==> config.mk <==
export PLATFORM = sky130hd
export DESIGN_NAME = word_sequence_mix_hash
export DESIGN_NICKNAME = d
export VERILOG_FILES = /design/src/rtl/wsmh_pkg.sv /design/src/rtl/wsmh_front.sv /design/src/rtl/wsmh_back.sv /design/src/rtl/word_sequence_mix_hash.sv
export SDC_FILE = /design/constraint.sdc
export NUM_CORES = 2
export LEC_CHECK = 0
export ABC_AREA = 1
export BUFFER_PORTS_ARGS = -buffer_cell sky130_fd_sc_hd__buf_4
export CAP_MARGIN = 20
export CELL_PAD_IN_SITES_DETAIL_PLACEMENT = 1
export CELL_PAD_IN_SITES_GLOBAL_PLACEMENT = 1
export CORE_MARGIN = 2
export CORE_UTILIZATION = 25
export CTS_CLUSTER_DIAMETER = 150
export DETAILED_ROUTE_END_ITERATION = 8
export PLACE_DENSITY = 0.58
export SETUP_SLACK_MARGIN = 0.1
export SLEW_MARGIN = 20
export SYNTH_ARGS = -nofsm -noshare
export SYNTH_HDL_FRONTEND = slang
export SYNTH_SLANG_ARGS = --single-unit
==> constraint.sdc <==
create_clock -name clk -period 6.9 [get_ports clk]
set_clock_uncertainty 0.1 [all_clocks]
set_input_delay 1.38 -clock clk [delete_from_list [all_inputs] [get_ports clk]]
set_output_delay 1.38 -clock clk [all_outputs]
set_load 0.005 [all_outputs]
==> src/rtl/wsmh_pkg.sv <==
// ============================================================================
// wsmh_pkg
// Shared widths, constants and types for the word sequence mix hash.
// ============================================================================
package wsmh_pkg;

  localparam int WORD_W     = 64;
  localparam int HALF_W     = 32;
  localparam int SEED_W     = 31;
  localparam int CFG_IDX_W  = 1;
  localparam int CFG_DATA_W = 31;

  // configuration register indexes
  localparam logic [CFG_IDX_W-1:0] REG_SEED      = 1'd0;
  localparam logic [CFG_IDX_W-1:0] REG_WIDE_MODE = 1'd1;

  // finalizer and golden-ratio multipliers
  localparam logic [HALF_W-1:0] FMIX32_C1 = 32'h85ebca6b;
  localparam logic [HALF_W-1:0] FMIX32_C2 = 32'hc2b2ae35;
  localparam logic [WORD_W-1:0] FMIX64_C1 = 64'hff51afd7ed558ccd;
  localparam logic [WORD_W-1:0] FMIX64_C2 = 64'hc4ceb9fe1a85ec53;
  localparam logic [HALF_W-1:0] GOLD32    = 32'h9e3779b9;
  localparam logic [WORD_W-1:0] GOLD64    = 64'h9e3779b97f4a7c15;

  // item class, set by the front end
  typedef logic [1:0] op_t;
  localparam op_t OP_WORD  = 2'd0;  // inner word, no result
  localparam op_t OP_LAST  = 2'd1;  // closing word, gives the hash
  localparam op_t OP_EMPTY = 2'd2;  // zero-word key, gives the seed

  typedef struct packed {
    op_t               op;
    logic [WORD_W-1:0] word;
  } item_t;

endpackage

==> src/rtl/wsmh_front.sv <==
// ============================================================================
// wsmh_front
// Accepts input beats, classifies them and holds them in a two-entry queue.
// ============================================================================
module wsmh_front (
  input  logic                       clk,
  input  logic                       rst_n,
  input  logic                       push,
  output logic                       full,
  input  logic [wsmh_pkg::WORD_W-1:0] key_word,
  input  logic                       last_word,
  input  logic                       empty_key,
  output wsmh_pkg::item_t            head,
  output logic                       head_valid,
  input  logic                       head_take
);
  import wsmh_pkg::*;

  item_t      q_r [2];
  logic       wr_ptr_r, rd_ptr_r;
  logic [1:0] cnt_r;
  logic       wr_en, rd_en;
  item_t      item_in;

  assign full       = (cnt_r == 2'd2);
  assign head_valid = (cnt_r != 2'd0);
  assign head       = q_r[rd_ptr_r];
  assign wr_en      = push && !full;
  assign rd_en      = head_take && head_valid;

  // empty-key flag wins over everything else
  always_comb begin
    item_in.word = key_word;
    if (empty_key) begin
      item_in.op = OP_EMPTY;
    end else if (last_word) begin
      item_in.op = OP_LAST;
    end else begin
      item_in.op = OP_WORD;
    end
  end

  always_ff @(posedge clk) begin
    if (wr_en) begin
      q_r[wr_ptr_r] <= item_in;
    end
  end

  always_ff @(posedge clk) begin
    if (!rst_n) begin
      wr_ptr_r <= 1'b0;
      rd_ptr_r <= 1'b0;
      cnt_r    <= 2'd0;
    end else begin
      if (wr_en) begin
        wr_ptr_r <= !wr_ptr_r;
      end
      if (rd_en) begin
        rd_ptr_r <= !rd_ptr_r;
      end
      if (wr_en && !rd_en) begin
        cnt_r <= cnt_r + 2'd1;
      end else if (rd_en && !wr_en) begin
        cnt_r <= cnt_r - 2'd1;
      end
    end
  end

endmodule

==> src/rtl/wsmh_back.sv <==
// ============================================================================
// wsmh_back
// Hash sequencer: finalizer and running-hash multiply on one shared
// 32x32 multiplier, plus the one-beat result register.
// ============================================================================
module wsmh_back (
  input  logic                        clk,
  input  logic                        rst_n,
  input  wsmh_pkg::item_t             head,
  input  logic                        head_valid,
  output logic                        head_take,
  input  logic [wsmh_pkg::SEED_W-1:0] seed,
  input  logic                        wide_mode,
  output logic [wsmh_pkg::WORD_W-1:0] key_hash,
  output logic                        empty,
  input  logic                        pop
);
  import wsmh_pkg::*;

  localparam logic [2:0] S_IDLE = 3'd0;
  localparam logic [2:0] S_MUL1 = 3'd1;
  localparam logic [2:0] S_MUL2 = 3'd2;
  localparam logic [2:0] S_MUL3 = 3'd3;
  localparam logic [2:0] S_OUT  = 3'd4;

  function automatic logic [WORD_W-1:0] xs64(input logic [WORD_W-1:0] v);
    xs64 = v ^ (v >> 33);
  endfunction

  function automatic logic [WORD_W-1:0] xs32(input logic [HALF_W-1:0] v,
                                             input logic               by16);
    logic [HALF_W-1:0] r;
    r    = by16 ? (v ^ (v >> 16)) : (v ^ (v >> 13));
    xs32 = {{(WORD_W-HALF_W){1'b0}}, r};
  endfunction

  logic [2:0]          state_r, state_nxt;
  logic [1:0]          mcnt_r;
  logic [WORD_W-1:0]   v_r, h_r, acc_r, prod_r, run_r, out_r;
  logic                key_start_r, last_r, out_valid_r;
  logic                in_mul, mul_done, out_ready, out_load;
  logic [WORD_W-1:0]   mul_x, mul_c, acc_nxt, seed_ext;
  logic [HALF_W-1:0]   mul_a, mul_b;

  assign seed_ext   = {{(WORD_W-SEED_W){1'b0}}, seed};
  assign out_ready  = !out_valid_r || pop;
  assign empty      = !out_valid_r;
  assign key_hash   = out_r;

  // result register loads on an empty key or when a finished hash leaves S_OUT
  assign out_load = (state_r == S_IDLE && head_take && head.op == OP_EMPTY) ||
                    (state_r == S_OUT && out_ready);

  assign in_mul   = (state_r == S_MUL1) || (state_r == S_MUL2) || (state_r == S_MUL3);
  assign mul_done = in_mul && (wide_mode ? (mcnt_r == 2'd3) : (mcnt_r == 2'd1));

  // operand and constant select
  assign mul_x = (state_r == S_MUL3) ? h_r : v_r;
  always_comb begin
    unique case (state_r)
      S_MUL1:  mul_c = wide_mode ? FMIX64_C1 : {{(WORD_W-HALF_W){1'b0}}, FMIX32_C1};
      S_MUL2:  mul_c = wide_mode ? FMIX64_C2 : {{(WORD_W-HALF_W){1'b0}}, FMIX32_C2};
      S_MUL3:  mul_c = wide_mode ? GOLD64    : {{(WORD_W-HALF_W){1'b0}}, GOLD32};
      default: mul_c = '0;
    endcase
  end

  // lo*lo, lo*hi, hi*lo; only the low half of the cross terms survives
  assign mul_a = (mcnt_r == 2'd2) ? mul_x[WORD_W-1:HALF_W] : mul_x[HALF_W-1:0];
  assign mul_b = (mcnt_r == 2'd1) ? mul_c[WORD_W-1:HALF_W] : mul_c[HALF_W-1:0];

  always_comb begin
    if (mcnt_r == 2'd1) begin
      acc_nxt = {wide_mode ? prod_r[WORD_W-1:HALF_W] : {HALF_W{1'b0}},
                 prod_r[HALF_W-1:0]};
    end else begin
      acc_nxt = {acc_r[WORD_W-1:HALF_W] + prod_r[HALF_W-1:0], acc_r[HALF_W-1:0]};
    end
  end

  always_ff @(posedge clk) begin
    prod_r <= mul_a * mul_b;
    if (mcnt_r != 2'd0) begin
      acc_r <= acc_nxt;
    end
  end

  // next state
  always_comb begin
    head_take = 1'b0;
    state_nxt = state_r;
    unique case (state_r)
      S_IDLE: begin
        if (head_valid && (head.op != OP_EMPTY || out_ready)) begin
          head_take = 1'b1;
          if (head.op != OP_EMPTY) begin
            state_nxt = S_MUL1;
          end
        end
      end
      S_MUL1: if (mul_done) state_nxt = S_MUL2;
      S_MUL2: if (mul_done) state_nxt = S_MUL3;
      S_MUL3: if (mul_done) state_nxt = last_r ? S_OUT : S_IDLE;
      S_OUT:  if (out_ready) state_nxt = S_IDLE;
      default: state_nxt = S_IDLE;
    endcase
  end

  // datapath
  always_ff @(posedge clk) begin
    if (state_r == S_IDLE && head_take) begin
      v_r    <= wide_mode ? xs64(head.word) : xs32(head.word[HALF_W-1:0], 1'b1);
      h_r    <= key_start_r ? seed_ext : run_r;
      last_r <= (head.op == OP_LAST);
      if (head.op == OP_EMPTY) begin
        out_r <= seed_ext;
      end
    end
    if (mul_done && state_r == S_MUL1) begin
      v_r <= wide_mode ? xs64(acc_nxt) : xs32(acc_nxt[HALF_W-1:0], 1'b0);
    end
    if (mul_done && state_r == S_MUL2) begin
      v_r <= wide_mode ? xs64(acc_nxt) : xs32(acc_nxt[HALF_W-1:0], 1'b1);
    end
    if (state_r == S_OUT && out_ready) begin
      out_r <= run_r;
    end
  end

  // control and hash state
  always_ff @(posedge clk) begin
    if (!rst_n) begin
      state_r     <= S_IDLE;
      mcnt_r      <= 2'd0;
      run_r       <= '0;
      key_start_r <= 1'b1;
      out_valid_r <= 1'b0;
    end else begin
      state_r <= state_nxt;
      if (in_mul) begin
        mcnt_r <= mul_done ? 2'd0 : mcnt_r + 2'd1;
      end
      if (mul_done && state_r == S_MUL3) begin
        run_r       <= acc_nxt ^ v_r;
        key_start_r <= last_r;
      end
      if (state_r == S_IDLE && head_take && head.op == OP_EMPTY) begin
        key_start_r <= 1'b1;
      end
      if (out_load) begin
        out_valid_r <= 1'b1;
      end else if (pop) begin
        out_valid_r <= 1'b0;
      end
    end
  end

endmodule

==> src/rtl/word_sequence_mix_hash.sv <==
// ============================================================================
// word_sequence_mix_hash
// Multiplicative hash over keys made of 64/32-bit words, each word scrambled
// by the murmur3 finalizer before it is folded into the running hash.
// ============================================================================
//
//  channel  | handshake          | payload
//  ---------+--------------------+------------------------------------------
//  input    | push / full        | in_key_word, in_last_word, in_empty_key
//  result   | empty / pop        | out_key_hash
//  config   | cfg_valid/cfg_ready| cfg_index (0 seed, 1 wide_mode), cfg_data
//
//  Each word runs three multiplies (two finalizer rounds, then the
//  golden-ratio step) on one shared 32x32 multiplier, after an issue step
//  in S_IDLE. A last word then loads the result register in S_OUT; an empty
//  key loads it straight from S_IDLE. The two-entry front queue keeps taking
//  beats while the back end works or a result waits to be popped.
//  Synchronous active-low reset; no clear pass.
//
module word_sequence_mix_hash (
  input  logic                            clk,
  input  logic                            rst_n,
  // input beats
  input  logic                            push,
  output logic                            full,
  input  logic [wsmh_pkg::WORD_W-1:0]     in_key_word,
  input  logic                            in_last_word,
  input  logic                            in_empty_key,
  // result beats
  output logic                            empty,
  input  logic                            pop,
  output logic [wsmh_pkg::WORD_W-1:0]     out_key_hash,
  // register writes
  input  logic                            cfg_valid,
  output logic                            cfg_ready,
  input  logic [wsmh_pkg::CFG_IDX_W-1:0]  cfg_index,
  input  logic [wsmh_pkg::CFG_DATA_W-1:0] cfg_data
);
  import wsmh_pkg::*;

  logic [SEED_W-1:0] seed_r;
  logic              wide_mode_r;
  item_t             head;
  logic              head_valid, head_take;

  // registers take a write every cycle
  assign cfg_ready = 1'b1;

  always_ff @(posedge clk) begin
    if (!rst_n) begin
      seed_r      <= '0;
      wide_mode_r <= 1'b1;
    end else if (cfg_valid && cfg_ready) begin
      unique case (cfg_index)
        REG_SEED:      seed_r      <= cfg_data[SEED_W-1:0];
        REG_WIDE_MODE: wide_mode_r <= cfg_data[0];
        default: ;
      endcase
    end
  end

  // front: classify and queue
  wsmh_front u_front (
    .clk        (clk),
    .rst_n      (rst_n),
    .push       (push),
    .full       (full),
    .key_word   (in_key_word),
    .last_word  (in_last_word),
    .empty_key  (in_empty_key),
    .head       (head),
    .head_valid (head_valid),
    .head_take  (head_take)
  );

  // back: finalizer, running hash, result register
  wsmh_back u_back (
    .clk        (clk),
    .rst_n      (rst_n),
    .head       (head),
    .head_valid (head_valid),
    .head_take  (head_take),
    .seed       (seed_r),
    .wide_mode  (wide_mode_r),
    .key_hash   (out_key_hash),
    .empty      (empty),
    .pop        (pop)
  );

endmodule
==> run summary <==
Reg2Reg Depth - 39
Place WS - -1890 ps
CP delay by family, top - adder cells
Max cap viols - 0
Element type at the critical path end - register
CTS root buffer - clkbuf_16
CTS tree - yes
Detailed Place HPWL - 232 mm
Synthesis-to-finish area growth - 29.3%
Drt total wl - 274 mm
Status - finished, violations left
RSZ-0062 raised after global routing - true
Initial core utilization - 25.1%
Mapped Area - 59,100 µm²
Core Rows - 178
Sequential fraction of the synthesis area - 25.6%
Fin nets - 9,076
Final-report hold violation count - 0
Critical Path Start Type - register
Fin Hold WS - 363 ps
Final setup violation count - 55
Core area - 235,000 µm²
Min Tclk post-route - 8210 ps
FFs w/ async S/R, synth - 0%
Clock Pin Slew Worst Setup and Hold Paths - 70 ps
Gpl congestion - 0.985
Commonest non-fill, non-tap cell in the layout - nand2_1
Ys flop type - edfxtp_1
RR Startpoint - u_back.state_r[2]$_SDFFE_PN0P_
Violated checks - setup timing
Die area - 240,000 µm²
Arr. time, crit path - 8720 ps
Slew Limit Fails - 0
Synthesized netlist cell count - 6,877
WP buf/inv - 15
Ys Warns - 0
Post-synthesis cell type count - 60
IO Count - 170
FF+latch count, synth - 561
Hold Crit Start - u_back.run_r[41]$_SDFFE_PN0P_
GRT Overall Usage - 22.5%
Critical path's most frequent cell - inv_1
Number of global-route vias before repair - 55,500
Largest stage delay, worst path - 660 ps
Initial antenna violation count - 15
Worst-path fanout max - 13
Vias/cell - 4.63
F_max - 0.122 GHz
DRC violations left - 0
1st-pass router iterations - 5
DR iter-0 viols - 3,673
Area share of the largest cell type after synthesis - 30.4%
Overflow after GRT - 0
Chip width - 490 µm
CP required - 7400 ps
Inserted Clock Buffers - 60
Post-synth top area cell - fa_1
Vias post-DR - 50,800
Buffers on Ports - 168
CTS Sinks - 561
Syn avg cell area - 8.59 µm²
Synth area leaders - fa_1 (30%), edfxtp_1 (20%), nand2_1 (9.1%)
Slowest-stage cell, CP - fa_2
First-pass GRT wire length - 394 mm
Slew headroom - 17.1%
Worst-skew pair later-pin latency - 700 ps
Clk buf depth - 3
H-tree Lvls - 2
R2R Setup Slk - -1310 ps
Syn Nets - 8,176
Crit path kind - reg -> reg
Worst Slack Setup Final - -1310 ps
Worst Hold Endpoint - u_back.run_r[41]$_SDFFE_PN0P_
Die Ht - 490 µm
Setup TNS - -54,300 ps
Most frequent cells in the layout - nand2_1 (1,367), inv_1 (1,282), buf_4 (951), fa_1 (808), nor2_1 (779)
Final worst-path cycle share - 119%
Reg2reg end - u_back.prod_r[57]$_DFF_P_
Hold Path Class - reg -> reg
Worst-margin pin slew - 1230 ps
Layout cell share with drive strength beyond 1 - 24.7%
Antenna viol nets, final - 0
Largest net degree at the start of global routing - 97
Detailed-route wire length per cell - 25.0 µm
Hold Path Depth - 2
EDFF count, synth - 389
Critical Path Stages - 39
==> what timing repair did <==
action | 4_1_cts | 5_1_grt
setup buffers | 55 | 28
pin swaps | 101 | 139
resized for setup | 453 | 244
setup endpoints to repair | 56 | 55
hold buffers | 0 | 0
gates cloned | 1 | 1
==> worst max path at each step <==
stage                                              start                   endpoint  slack [ps]
after floorplan           u_back.state_r[2]$_SDFFE_PN0P_  u_back.prod_r[50]$_DFF_P_        -250
after global placement    u_back.state_r[2]$_SDFFE_PN0P_  u_back.prod_r[42]$_DFF_P_       -1890
after detailed placement  u_back.state_r[2]$_SDFFE_PN0P_  u_back.prod_r[42]$_DFF_P_       -1890
after CTS                 u_back.state_r[2]$_SDFFE_PN0P_  u_back.prod_r[57]$_DFF_P_       -1220
after global routing      u_back.state_r[2]$_SDFFE_PN0P_  u_back.prod_r[57]$_DFF_P_       -1530
final                     u_back.state_r[2]$_SDFFE_PN0P_  u_back.prod_r[57]$_DFF_P_       -1310
==> cell type report <==
| type | instances | area (µm²) |
|---|---|---|
| multi-input combinational | 4631 | 40100 |
| clock buffer | 80 | 1650 |
| sequential | 561 | 15100 |
| timing repair buffer | 1110 | 9740 |
| inverter | 1413 | 5430 |
| fill | 27600 | 159000 |
| clock inverter | 34 | 407 |
| antenna | 6 | 15.0 |
| tap | 3150 | 3940 |
==> cells by family after synthesis <==
| logic type | Yosys count | synth area share (%) |
|---|---|---|
| adders and majority gates | 1196 | 36.7 |
| AOI/OAI and AO/OA | 678 | 6.91 |
| DFF | 561 | 25.6 |
| buffers and inverters | 1685 | 11.2 |
| and+or+nand+nor | 2649 | 17.9 |
| other | 1 | 0.00635 |
| xor gates and xnor gates | 98 | 1.45 |
| muxes | 9 | 0.152 |
==> metrics by stage <==
stage / cells / instance area [µm²] / util, %
global placement: 10800 / 70900 / 30.2
floorplan: 6877 / 59900 / -
CTS: 10900 / 75200 / 32.0
detailed placement: 10800 / 70900 / 30.2
global route: 11000 / 76400 / 32.5
finish: 11000 / 76400 / 32.5
==> cells in the mapped netlist, types with 10 or more instances <==
| library cell | instances |
|---|---|
| xor2_1 | 59 |
| nor2_2 | 14 |
| nand3_1 | 188 |
| buf_2 | 143 |
| nor3_1 | 11 |
| xnor2_1 | 39 |
| dfxtp_1 | 172 |
| buf_1 | 10 |
| a31oi_1 | 25 |
| nand2_1 | 1433 |
| nor2_1 | 892 |
| nand2_2 | 10 |
| nand4_1 | 18 |
| a221oi_1 | 10 |
| buf_4 | 21 |
| inv_2 | 35 |
| o22ai_1 | 28 |
| a221oi_2 | 26 |
| fa_1 | 897 |
| edfxtp_1 | 389 |
| ha_1 | 299 |
| a21o_1 | 15 |
| o21bai_1 | 18 |
| o21ai_0 | 289 |
| clkbuf_1 | 91 |
| inv_1 | 1366 |
| a21oi_1 | 191 |
| or2_2 | 59 |
| o211ai_1 | 43 |
==> sequential cells by signal, summed over array words and instances (netlist names), named ones only <==
signal / flops
seed_r: 31
u_back.h_r: 64
u_back.v_r: 64
u_back.key_start_r: 1
u_back.state_r: 3
u_front.wr_ptr_r: 1
u_back.last_r: 1
u_front.rd_ptr_r: 1
u_back.key_hash: 64
wide_mode_r: 1
u_front.cnt_r: 2
u_back.mcnt_r: 2
u_back.acc_r: 64
u_back.prod_r: 64
u_front.q_r: 132
u_back.run_r: 64
u_back.out_valid_r: 1
==> per-layer routing <==
metal / vias up / part of all wire (%) / track usage (%)
met5: - / 0.0047 / 0
met4: 2 / 4.7 / 8.41
li1: 22700 / - / -
met1: 26300 / 43 / 30.0
met2: 1480 / 47 / 37.3
met3: 346 / 5.2 / 2.64
==> tightest hold or removal path, cell delays in order, from the launching register on <==
cell and delay [ps]:
dfxtp_1 310, nand2_1 60, a21oi_1 50
Power is not shown: default switching activity piles up to over one toggle a cycle in this logic, so the estimate is an artifact.
